### config.mk
export PLATFORM = sky130hd
export DESIGN_NAME = met_queue
export DESIGN_NICKNAME = d
export VERILOG_FILES = /design/src/hdl/met_pkg.sv /design/src/hdl/met_queue.sv
export SDC_FILE = /design/constraint.sdc
export NUM_CORES = 1
export LEC_CHECK = 0
export ABC_AREA = 1
export BUFFER_PORTS_ARGS = -buffer_cell sky130_fd_sc_hd__buf_2
export CAP_MARGIN = 0
export CORE_MARGIN = 5
export CORE_UTILIZATION = 40
export DETAILED_ROUTE_END_ITERATION = 7
export GPL_TIMING_DRIVEN = 0
export MAX_ROUTING_LAYER = met4
export SETUP_SLACK_MARGIN = 0.4
export SYNTH_ARGS = -nofsm -noshare
export SYNTH_HDL_FRONTEND = slang
export SYNTH_SLANG_ARGS = --single-unit
### constraint.sdc
create_clock -name clk -period 6.6 [get_ports clk]
set_input_delay 0.99 -clock clk [delete_from_list [all_inputs] [get_ports clk]]
set_output_delay 0.99 -clock clk [all_outputs]
set_load 0.1 [all_outputs]
### src/hdl/met_pkg.sv
// shared types, constants and helpers of the mandelbrot escape-time block
// no dependencies; imported by every module of the block
`timescale 1ns / 1ps
`default_nettype none

package met_pkg;

	localparam int COORD_W   = 32;  // signed coordinate word
	localparam int STEP_W    = 31;  // unsigned step per pixel
	localparam int POS_W     = 11;  // column and row width
	localparam int COUNT_W   = 8;   // iteration count and limit
	localparam int INDEX_W   = 22;  // linear pixel index
	localparam int FRAC_BITS = 28;  // fraction bits of the coordinate format
	localparam int WIDE_W    = 64;  // exact product width
	localparam int PROD_W    = STEP_W + POS_W;

	localparam int IMAGE_WIDTH = 2048;

	localparam int ESCAPE_RADIUS_SQ = 4;
	localparam logic [WIDE_W-1:0] ESC_LIMIT = WIDE_W'(ESCAPE_RADIUS_SQ) << (2 * FRAC_BITS);

	localparam int QUEUE_DEPTH = 4;
	localparam int QPTR_W      = $clog2(QUEUE_DEPTH);
	localparam int QLVL_W      = $clog2(QUEUE_DEPTH + 3);

	// configuration register indexes
	localparam int CFG_IDX_W = 3;
	localparam logic [CFG_IDX_W-1:0] REG_X_ORIGIN   = 3'd0;
	localparam logic [CFG_IDX_W-1:0] REG_Y_ORIGIN   = 3'd1;
	localparam logic [CFG_IDX_W-1:0] REG_X_STEP     = 3'd2;
	localparam logic [CFG_IDX_W-1:0] REG_Y_STEP     = 3'd3;
	localparam logic [CFG_IDX_W-1:0] REG_ITER_LIMIT = 3'd4;

	// register reset values
	localparam logic signed [COORD_W-1:0] ORIGIN_RST = -32'sd268435456;
	localparam logic [STEP_W-1:0]         STEP_RST   = 31'd262144;
	localparam logic [COUNT_W-1:0]        LIMIT_RST  = 8'd255;

	// one pixel ready for iteration
	typedef struct packed {
		logic signed [COORD_W-1:0] cr;
		logic signed [COORD_W-1:0] ci;
		logic [INDEX_W-1:0]        idx;
	} met_job_t;

	// clamp a wide signed value to the coordinate range
	function automatic logic signed [COORD_W-1:0] sat_coord(input logic signed [WIDE_W-1:0] v);
		logic signed [COORD_W-1:0] r;
		if (v[WIDE_W-1:COORD_W-1] == {(WIDE_W-COORD_W+1){v[WIDE_W-1]}}) begin
			r = v[COORD_W-1:0];
		end else if (v[WIDE_W-1]) begin
			r = {1'b1, {(COORD_W-1){1'b0}}};
		end else begin
			r = {1'b0, {(COORD_W-1){1'b1}}};
		end
		return r;
	endfunction

endpackage

`default_nettype wire

### src/hdl/met_queue.sv
// short job queue between the front end and the iteration core
// depends on met_pkg
`timescale 1ns / 1ps
`default_nettype none

module met_queue import met_pkg::*; (
	input  wire logic       clk,
	input  wire logic       arst_n,
	input  wire logic       push,
	input  wire met_job_t   push_job,
	input  wire logic       pop,
	output logic            pop_valid,
	output met_job_t        pop_job,
	output logic [QLVL_W-1:0] level
);

	met_job_t          slot_q [QUEUE_DEPTH];
	logic [QPTR_W-1:0] wr_ptr_q;
	logic [QPTR_W-1:0] rd_ptr_q;
	logic [QLVL_W-1:0] level_q;
	logic              do_pop;

	assign do_pop    = pop && (level_q != '0);
	assign pop_valid = level_q != '0;
	assign pop_job   = slot_q[rd_ptr_q];
	assign level     = level_q;

	always_ff @(posedge clk or negedge arst_n) begin
		if (!arst_n) begin
			wr_ptr_q <= '0;
			rd_ptr_q <= '0;
			level_q  <= '0;
		end else begin
			if (push) begin
				wr_ptr_q <= wr_ptr_q + 1'b1;
			end
			if (do_pop) begin
				rd_ptr_q <= rd_ptr_q + 1'b1;
			end
			level_q <= level_q + QLVL_W'(push) - QLVL_W'(do_pop);
		end
	end

	always_ff @(posedge clk) begin
		if (push) begin
			slot_q[wr_ptr_q] <= push_job;
		end
	end

endmodule

`default_nettype wire

# --- Word-level counts from Yosys, hierarchy flattened ---
# Memories as Yosys holds them, arrays and structs flattened.
# Index checks and enable logic that the tools add are counted.
word_totals:
  ramBits: 344
  ff_bits: 7
  memories: 1
  wordCells: 12
mem_list:
  columns: ["memory", "words", "word_bits", "read_ports", "rd_clocked_by_memory_dff", "write_ports", "line", "source"]
  rows:
  - ["slot_q", 4, 86, 1, 0, 1, "met_queue.sv:17", "met_job_t slot_q [QUEUE_DEPTH];"]
op_classes:
  mux: 2
  addsub: 4
  reduce_logical: 2
ops:
  columns: ["cell", "n"]
  rows:
  - ["$add 2x1->2 const B", 2]
  - ["$add 3x1->3", 1]
  - ["$reduce_bool 3->1", 1]
  - ["$sub 3x1->3", 1]
  - ["$mux 1", 2]
  - ["$logic_and 1x1->1", 1]

# --- Logic depth before layout (Yosys ltp) ---
logic_depth:
  word_depth: 3
  ltp_mapped: 11
  depth_no_buf: 11

# --- Worst setup path before layout ---
# Ideal clock, no wire load.
synth_path:
  kind: "input-to-reg"
  start: "input port push"
  end: "memory slot_q[1][0] (netlist name), enable pin"
  setup_slack_ns: 3.213
  required_time_ns: 6.160
  t_arrival_ns: 2.947
  path_buffers: 1
  stages: 3
  cell_sequence: "clkbuf_1 -> nand2_1 -> inv_1"
synth_between:
  elab_chain_cells: 2
synth_lines:
  columns: ["element", "line", "source"]
  rows:
  - ["start: declaration", "met_queue.sv:9", "input wire logic push,"]
  - ["$mux 1", "met_queue.sv:45", "if (push) begin"]
  - ["$mux 1 (implied by the code)", "met_queue.sv:46", "slot_q[wr_ptr_q] <= push_job;"]
  - ["end: declaration", "met_queue.sv:17", null]
# Every way passes these cells.

==> flow_summary.yaml <==
outcome:
  outcome: "finished, final reports clean"
yosys:
  yosys-top-cells-area: "edfxtp_1 (74%), nand2_1 (7.4%), o21ai_0 (5.0%)"
  synth-seq-cells: 351
  synth-seq-area-share_pct: 75.6
  netlist_area_mm2: 0.0139
  avgSynthCellArea_um2: 12.2
  synth_cells: 1142
  yosysWarnings: 0
  yosysTopAreaCellShare_pct: 74.3
  syn_nets: 1239
  synth.distinct_cells: 19
  synth.largest_area_cell: "edfxtp_1"
clock_network:
  cts_tree: "yes"
  ctsHoldBuffers: 0
  post_cts_buffers: 0
  root_buffer: "clkbuf_16"
  numCtsBuffers: 39
  clock_latency_ns: 0.51
  cts_resized: 0
  cts.sinks: 351
  clkTransAtPathRegs_ns: 0.05
  clock_path_buffers: 3
  htreeDepth: 2
global_routing:
  grt_pass1_wl_mm: 49.7
  grtUsageTotal_pct: 17.0
  grt_remaining_overflow: 0
  grt_max_degree: 58
  grt_pass1_vias: 8899
  antenna_found_initial: 4
critical_path:
  cpPeakStageDelay_ns: 0.63
  crit_path_end_kind: "output port"
  cp-start-kind: "flip-flop"
  worstPathCellList: "inv_1 -> clkbuf_1 -> clkbuf_1 -> nand2_1 -> nand2_1 -> buf_2"
  crit_required_ns: 5.61
  critPathKind: "flip-flop to output port"
  crit_family: "buffers and inverters"
  crit_arrival_ns: 2.75
  worst_path_max_delay_cell: "clkbuf_1"
  timing.critical_path.buf_inv: 4
  cp_max_fo: 10
drt:
  via_count: 8696
  wl_per_cell_um: 17.5
  vias_per_cell: 4.69
  dr.pass1.iters: 5
  drt_first_iter_violations: 413
  drc: 0
  wl_mm: 32.4
  drtAntennaViolNets: 0
sta:
  finalHoldViolCount: 0
  min_period_over_period_pct: 56.7
  fin_crit_ns: 3.74
  worstMarginPinSlew_ns: 0.844
  slew_headroom_pct: 43.7
  skew_ns: 0.0137
  fmax_ghz: 0.267
  setup_tns_ns: 0
  rsz0062_at_grt: "false"
  slew_violations: 0
  setup_viol: 0
placement:
  portBuffers: 179
  finalWeightedCongestion: 0.728
  dp_hpwl_mm: 20.0
floorplanning:
  die_w_um: 196
  ios: 180
  fp.coreArea_mm2: 0.0345
  die_height_um: 196
  die-area_mm2: 0.0386
  fp-row-count: 68
  initial_core_util_pct: 40.3
final_layout:
  area_growth_pct: 20.4
  final_nets: 1463
  layout_common_cells: "edfxtp_1 (344), nand2_1 (274), buf_2 (200)"
  layout_commonest_cell: "edfxtp_1"
  layout-drive-gt1-share_pct: 19.6
job:
  maxCapViolCount: 0
min_path:
  hp-class: "input port to asynchronous set/reset pin"
-- synth_stat cells, drive strengths merged --
cell type  number
clkbuf         19
xnor2           1
dfrtp           7
o21ai         173
buf            39
nor2          173
ha              6
inv           101
xor2            2
edfxtp        344
nand3           2
fa              1
nand2         274
-- sequential cells by signal, summed over array words and instances (netlist names) --
name / cells
wr_ptr_q: 2
slot_q: 344
rd_ptr_q: 2
level: 3
-- metrics by stage --
stage	std cells	instance area, µm²	setup WS [ns]	util, %	hold slack (ns)
after global placement	1776	15400	1.57	44.6	0.456
after floorplan	1142	13900	3.21	-	0.441
after detailed placement	1780	15500	3.35	44.9	0.460
final	1854	16700	2.86	48.6	0.306
after CTS	1848	16700	2.78	48.5	0.286
after global routing	1851	16700	2.60	48.5	0.298
-- layout make-up --
type | count | area, µm²
Fill cell | 3070 | 17700
Sequential cell | 351 | 10500
Tap cell | 455 | 569
Clock buffer | 55 | 1090
Multi-Input combinational cell | 632 | 2680
Inverter | 101 | 389
Timing Repair Buffer | 183 | 1010
Antenna cell | 6 | 15.0
Buffer | 58 | 339
Clock inverter | 13 | 143
-- per-layer routing --
metal | track usage (%) | part of all wire [%]
met1 | 21.4 | 43
met2 | 28.1 | 49
met3 | 3.90 | 6.2
met4 | 4.58 | 2.1
met5 | - | 0
-- worst reg2reg max path, cell delays in order, from the launching register on --
cell	delay, ns
dfrtp_1	0.42
nor2_1	0.12
nand2_1	0.13
nand2_1	0.11
inv_1	0.05
ha_1	0.26
inv_1	0.04
ha_1	0.19
fa_1	0.45
xor2_1	0.17
nand2_1	0.07
nand2_1	0.04
-- cells by family after synthesis --
group / Yosys count / share of synthesized area, %
and+or+nand+nor: 449 / 12.1
DFF: 351 / 75.6
AOI/OAI and AO/OA: 173 / 6.23
buffers and inverters: 159 / 5.17
adders and majority gates: 7 / 0.684
xor gates and xnor gates: 3 / 0.189
-- worst paths after layout --
check / slack [ns] / startpoint / endpoint / depth (start not counted)
worst min register to register: 0.47 / rd_ptr_q[1] / rd_ptr_q[1] / 2
worst min-delay path: 0.31 / arst_n / level[1] / 1
worst max register to register: 4.45 / level[1] / level[2] / 11
max in group asynchronous: 6.13 / arst_n / level[0] / 1
min in group clk: 0.47 / rd_ptr_q[1] / rd_ptr_q[1] / 2
worst max-delay path: 2.86 / rd_ptr_q[1] / pop_job[5] / 6
Power is not shown: default switching activity piles up to over one toggle a cycle in this logic, so the estimate is an artifact.
