[src/hdl/met_pkg.sv]
// shared types, constants and helpers of the mandelbrot escape-time block
// no dependencies; imported by every module of the block
`timescale 1ns / 1ps
`default_nettype none

package met_pkg;

	localparam int COORD_W   = 32;  // signed coordinate word
	localparam int STEP_W    = 31;  // unsigned step per pixel
	localparam int POS_W     = 11;  // column and row width
	localparam int COUNT_W   = 8;   // iteration count and limit
	localparam int INDEX_W   = 22;  // linear pixel index
	localparam int FRAC_BITS = 28;  // fraction bits of the coordinate format
	localparam int WIDE_W    = 64;  // exact product width
	localparam int PROD_W    = STEP_W + POS_W;

	localparam int IMAGE_WIDTH = 2048;

	localparam int ESCAPE_RADIUS_SQ = 4;
	localparam logic [WIDE_W-1:0] ESC_LIMIT = WIDE_W'(ESCAPE_RADIUS_SQ) << (2 * FRAC_BITS);

	localparam int QUEUE_DEPTH = 4;
	localparam int QPTR_W      = $clog2(QUEUE_DEPTH);
	localparam int QLVL_W      = $clog2(QUEUE_DEPTH + 3);

	// configuration register indexes
	localparam int CFG_IDX_W = 3;
	localparam logic [CFG_IDX_W-1:0] REG_X_ORIGIN   = 3'd0;
	localparam logic [CFG_IDX_W-1:0] REG_Y_ORIGIN   = 3'd1;
	localparam logic [CFG_IDX_W-1:0] REG_X_STEP     = 3'd2;
	localparam logic [CFG_IDX_W-1:0] REG_Y_STEP     = 3'd3;
	localparam logic [CFG_IDX_W-1:0] REG_ITER_LIMIT = 3'd4;

	// register reset values
	localparam logic signed [COORD_W-1:0] ORIGIN_RST = -32'sd268435456;
	localparam logic [STEP_W-1:0]         STEP_RST   = 31'd262144;
	localparam logic [COUNT_W-1:0]        LIMIT_RST  = 8'd255;

	// one pixel ready for iteration
	typedef struct packed {
		logic signed [COORD_W-1:0] cr;
		logic signed [COORD_W-1:0] ci;
		logic [INDEX_W-1:0]        idx;
	} met_job_t;

	// clamp a wide signed value to the coordinate range
	function automatic logic signed [COORD_W-1:0] sat_coord(input logic signed [WIDE_W-1:0] v);
		logic signed [COORD_W-1:0] r;
		if (v[WIDE_W-1:COORD_W-1] == {(WIDE_W-COORD_W+1){v[WIDE_W-1]}}) begin
			r = v[COORD_W-1:0];
		end else if (v[WIDE_W-1]) begin
			r = {1'b1, {(COORD_W-1){1'b0}}};
		end else begin
			r = {1'b0, {(COORD_W-1){1'b1}}};
		end
		return r;
	endfunction

endpackage

`default_nettype wire

[src/hdl/met_front.sv]
// front end: takes pixel items, forms the point c and the linear index
// depends on met_pkg; feeds met_queue
`timescale 1ns / 1ps
`default_nettype none

module met_front import met_pkg::*; (
	input  wire logic                      clk,
	input  wire logic                      arst_n,
	input  wire logic                      start,
	output logic                           busy,
	input  wire logic [POS_W-1:0]          column,
	input  wire logic [POS_W-1:0]          row,
	input  wire logic signed [COORD_W-1:0] x_origin,
	input  wire logic signed [COORD_W-1:0] y_origin,
	input  wire logic [STEP_W-1:0]         x_step,
	input  wire logic [STEP_W-1:0]         y_step,
	input  wire logic [QLVL_W-1:0]         q_level,
	output logic                           push,
	output met_job_t                       push_job
);

	logic               v_s1;
	logic [PROD_W-1:0]  pr_s1;
	logic [PROD_W-1:0]  pi_s1;
	logic [INDEX_W-1:0] idx_s1;
	logic               v_s2;
	met_job_t           job_s2;
	logic               take;
	logic [QLVL_W-1:0]  occupancy;

	// queue entries plus items still in the two front stages
	assign occupancy = q_level + QLVL_W'(v_s1) + QLVL_W'(v_s2);
	assign busy      = occupancy >= QLVL_W'(QUEUE_DEPTH);
	assign take      = start && !busy;

	always_ff @(posedge clk or negedge arst_n) begin
		if (!arst_n) begin
			v_s1 <= 1'b0;
			v_s2 <= 1'b0;
		end else begin
			v_s1 <= take;
			v_s2 <= v_s1;
		end
	end

	always_ff @(posedge clk) begin
		if (take) begin
			pr_s1  <= PROD_W'(row) * PROD_W'(y_step);
			pi_s1  <= PROD_W'(column) * PROD_W'(x_step);
			idx_s1 <= INDEX_W'(INDEX_W'(row) * INDEX_W'(IMAGE_WIDTH)) + INDEX_W'(column);
		end
		if (v_s1) begin
			job_s2.cr  <= sat_coord(WIDE_W'(y_origin) + $signed(WIDE_W'(pr_s1)));
			job_s2.ci  <= sat_coord(WIDE_W'(x_origin) + $signed(WIDE_W'(pi_s1)));
			job_s2.idx <= idx_s1;
		end
	end

	assign push     = v_s2;
	assign push_job = job_s2;

endmodule

`default_nettype wire

[config.mk]
export PLATFORM = sky130hd
export DESIGN_NAME = met_front
export DESIGN_NICKNAME = d
export VERILOG_FILES = /design/src/hdl/met_pkg.sv /design/src/hdl/met_front.sv
export SDC_FILE = /design/constraint.sdc
export NUM_CORES = 2
export LEC_CHECK = 0
export ABC_AREA = 1
export BUFFER_PORTS_ARGS = -buffer_cell sky130_fd_sc_hd__buf_2
export CAP_MARGIN = 15
export CORE_AREA = 10 10 274 302
export DETAILED_ROUTE_END_ITERATION = 8
export DIE_AREA = 0 0 284 312
export PLACE_DENSITY_LB_ADDON = 0.25
export SYNTH_ARGS = -nofsm -noshare
export SYNTH_HDL_FRONTEND = slang
export SYNTH_SLANG_ARGS = --single-unit
[constraint.sdc]
create_clock -name clk -period 9.9 [get_ports clk]
set_clock_uncertainty 0.2 [all_clocks]
set_input_delay 0.495 -clock clk [delete_from_list [all_inputs] [get_ports clk]]
set_output_delay 0.495 -clock clk [all_outputs]
set_load 0.005 [all_outputs]
* Word level (Yosys, flattened, before mapping) *
Cells that the tools add are included.

word-level totals
  register bits after elaboration = 194
  output and inout port bits = 88

cells by class
  add/subtract/negate cells = 5
  $mul = 2
  order comparisons = 1
  equal/unequal tests = 2
  multiplexer cells = 4
  reduce and logical (&&, ||, !) cells = 2

operators by type and width
  cell                                                       count
  two-way mux 32 bit                                         4
  adder 32 x 43 -> 44 bit                                    2
  multiplier 11 x 31 -> 42 bit                               2
  equality test 32 bit                                       2
  adder 22 x 11 -> 22 bit                                    1
  adder 3 x 1 -> 3 bit                                       2
  greater-or-equal comparator 3 bit (second input constant)  1
  logical AND 1 bit                                          1
  logical NOT 1 bit                                          1

* Longest topological paths before layout *
  depth in word-level cells = 5
  gate-level depth with buffers = 25

* Worst setup path before layout *
Ideal clock, no wire load.

  path type = register to register
  start = reg v_s1
  end = reg v_s1
  setup time = 593 ps
  arrival = 6,974 ps
  required time = 9,107 ps
  setup slack = 2,133 ps
  cell stages (with the launch flop) = 6
  period minus slack after synthesis = 7,767 ps
  cells stage by stage = dfrtp_1 nand2_1 inv_1 o21ai_0 xnor2_1 nor2_1

on the way
  cells in the longest elaborated chain, start to end = 5

ends and longest elaborated chain
  item                               RTL line         text
  from (decl)                        met_front.sv:22  logic v_s1;
  from (signal assigned)             met_front.sv:41  v_s1 <= take;
  adder 3 x 1 -> 3 bit (2 in a row)  met_front.sv:32  assign occupancy = q_level + QLVL_W'(v_s1) + QLVL_W'(v_s2);
  greater-or-equal comparator 3 bit  met_front.sv:33  assign busy = occupancy >= QLVL_W'(QUEUE_DEPTH);
  net busy                           met_front.sv:10  output logic busy,
  logical NOT 1 bit                  met_front.sv:34  assign take = start && !busy;
  logical AND 1 bit                  met_front.sv:34
  net take                           met_front.sv:28  logic take;

The timed path passes the listed nets, and every way through them passes these cells.
A chain may end at the register's enable or synchronous reset.

* Worst setup path after layout *
  start = in row[5]
  end = reg pr_s1[35], data pin

on the way
  cells in the longest elaborated chain, start to end = 1

ends and longest elaborated chain
  item                          RTL line         text
  from (decl)                   met_front.sv:12  input wire logic [POS_W-1:0] row,
  multiplier 11 x 31 -> 42 bit  met_front.sv:48  pr_s1 <= PROD_W'(row) * PROD_W'(y_step);
  to (signal assigned)          met_front.sv:48
  to (decl)                     met_front.sv:23  logic [PROD_W-1:0] pr_s1;

No other way between the ends.

==> qor.txt <==
Critical path class: primary input to flop
Worst Path Required: 9.94 ns
Vias: 28831
Grt peak-use layer: met2
Highest-count cells in the layout ignoring fill and taps: 1460 x nand2_1, 1082 x inv_1, 522 x fa_1
RD Place Congestion: 0.941
Final Cell Area: 37400 µm²
Crit path arrival time: 5.91 ns
Layout net count: 5630
Hold Slack: 0.106 ns
Library cells used by synthesis: 46
GRT met1 Usage: 31.8%
Via-to-Cell Ratio: 5.00
GRT Total Usage: 22.8%
Net count after synthesis: 5512
CP Cell Sequence: buf_2 > nand2_1 > fa_1 > inv_1 > fa_1 > fa_1 > fa_1 > inv_1 > fa_1 > inv_1 > ha_1 > a21oi_1 > o21a_1 > a21boi_0 > o21ai_1 > a21oi_1 > o21ai_1 > nand2_1 > nand2_1
Cell count of the worst reg-to-reg path: 20
Area growth, synth to finish: 7.40%
Setup violators final: 0
HPWL Detailed: 82.9 mm
Met2 Use GR: 36.3%
CTS buffer count: 17
Post-CTS setup buffers: 0
H-tree levels: 4
Core Box Area: 76700 µm²
Fmax: 0.170 GHz
Slowest stage delay, CP: 0.59 ns
Final core occ: 48.8%
Routed WL: 99.2 mm
Post-synth EDFFs: 192
Most used cell, CP: fa_1
Register area share after synthesis: 16.7%
Placed instance area: 36800 µm²
Post-CTS sizing: 0
Io pins: 242
Clk root buf: clkbuf_16
Initial Util: 45.4%
CTS clk-pin slew, worst paths: 0.08 ns
Max-Cap Viols: 0
Clock latency on the worst-skew pair: 0.50 ns
Max-Slew Margin vs Limit: 36.2%
Setup TNS: 0 ns
Yosys warns: 0
Congestion Overflow GR: 0
VDD IR-drop max: 0.244 mV
Synth async-reset ratio: 1.03%
Most common cell after layout, fill and taps aside: nand2_1
Lkg Pwr: 20.6 nW
Slew Viols, Final: 0
Cell Area, Synth: 34800 µm²
Global-route wire length before repair: 162 mm
Syn avg cell area: 7.59 µm²
Met3 Usage GRT: 3.84%
CP Max Fanout: 32
PwrDens: 354 nW/µm²
WL per Instance: 17.2 µm
Die X: 284 µm
Period utilization: 59.3%
Hold Crit Class: primary input to async pin
Setup crit end kind: flop
Cells after Synth: 4589
Run status: completed
FP Rows: 107
Height of the die: 312 µm
Ys flop type: edfxtp_1
# fillers: 7666
IO buf count: 241
Clock sinks: 194
Share of layout cells above drive strength 1: 7.06%
Die ar.: 88600 µm²
DRT antenna net count: 0
Min Clock Period, post-route: 5.87 ns
DRC errors left: 0
Slew @ Worst Pin: 0.958 ns
Initial antenna violation count: 20
Longest Clk Path Bufs: 2
Slowest cell on crit path: buf_2
Largest net degree at the start of global routing: 65
Number of global-route vias before repair: 29755
RSZ-0062 raised after global routing: no
CTS tree: done
Number of DRC markers in iteration 0: 2086
Type of origin of the critical path: primary input
Final hold vios: 0
1st-pass router iterations: 5
Post-synthesis register bit count: 194
CTS Hold Buffers Added: 1
logic make-up after synthesis:
logic type      Yosys count  share of synthesized area, %
flops                   194                          16.7
fa+ha+maj               769                          38.9
simple gates           1916                          22.1
xor+xnor                135                          3.39
compound gates          333                          5.39
buf+inv                1242                          13.6
worst max-delay path, delay by kind of cell:
family / cells / cell delay, ns
fa+ha+maj: 6 / 2.86
buf+inv: 4 / 0.74
compound gates: 6 / 1.50
simple gates: 3 / 0.30
power breakdown:
| part | total (mW) | switching (mW) | internal [mW] |
|---|---|---|---|
| registers | 1.65 | 0.0910 | 1.56 |
| logic | 10.9 | 7.06 | 3.81 |
| clock network | 0.741 | 0.399 | 0.342 |
| total | 13.3 | 7.55 | 5.71 |
metrics by stage:
stage / worst slack, ns / total power [mW] / instances
after floorplan: 2.13 / 9.32 / 4589
after global placement: 3.63 / 12.4 / 5720
after detailed placement: 3.57 / 12.4 / 5720
after CTS: 4.10 / 13.2 / 5753
after global routing: 3.66 / 14.8 / 5764
final: 4.03 / 13.3 / 5764
cells in the mapped netlist (all sizes together), types with 3 or more instances:
| cell type | instances | area [µm²] |
|---|---|---|
| o21bai | 28 | 218 |
| xnor2 | 62 | 543 |
| o211ai | 5 | 37.5 |
| a21boi | 7 | 52.6 |
| and3 | 3 | 18.8 |
| a31oi | 28 | 175 |
| o221ai | 3 | 26.3 |
| ha | 247 | 3090 |
| and2 | 6 | 37.5 |
| nor4 | 3 | 18.8 |
| nand4 | 48 | 300 |
| nand3 | 125 | 651 |
| inv | 1093 | 4100 |
| nand3b | 7 | 52.6 |
| edfxtp | 192 | 5770 |
| nor2 | 225 | 907 |
| a21o | 4 | 30.0 |
| nor3 | 24 | 120 |
| o21ai | 71 | 359 |
| xor2 | 73 | 639 |
| a21oi | 175 | 880 |
| nand2 | 1473 | 5580 |
| buf | 21 | 150 |
| clkbuf | 128 | 480 |
| fa | 522 | 10500 |
| o21a | 5 | 37.5 |
layer usage:
layer  vias up  routed length, µm
li1      13944                  -
met1     13897              45900
met2       852              44900
met3       124               6170
met4        14               2160
met5         -                 91
final timing paths:
kind | start | end | slack, ns
max in group asynchronous | arst_n | v_s1$_DFF_PN0_ | 9.29
min in group clk | idx_s1[2]$_DFFE_PP_ | push_job[2]$_DFFE_PP_ | 0.22
max | row[5] | pr_s1[35]$_DFFE_PP_ | 4.03
min reg2reg | idx_s1[2]$_DFFE_PP_ | push_job[2]$_DFFE_PP_ | 0.22
min | arst_n | v_s1$_DFF_PN0_ | 0.11
max reg2reg | pr_s1[0]$_DFFE_PP_ | push_job[66]$_DFFE_PP_ | 5.75
registers in the layout, indices dropped and copies added (netlist names):
signal and flops:
idx_s1 22, push 1, pi_s1 42, push_job 86, pr_s1 42, v_s1 1
area by class of cell:
cell class / count / area (µm²) / share of cell area [%]
tap: 1035 / 1290 / 3.46
multi-input combinational: 3153 / 24300 / 64.9
antenna: 9 / 22.5 / 0.0602
clock buffer: 17 / 425 / 1.14
clock inverter: 15 / 179 / 0.478
timing repair buffer: 248 / 1280 / 3.41
inverter: 1093 / 4100 / 11.0
sequential: 194 / 5820 / 15.5
Note: power is estimated with default switching activity, not from simulation.
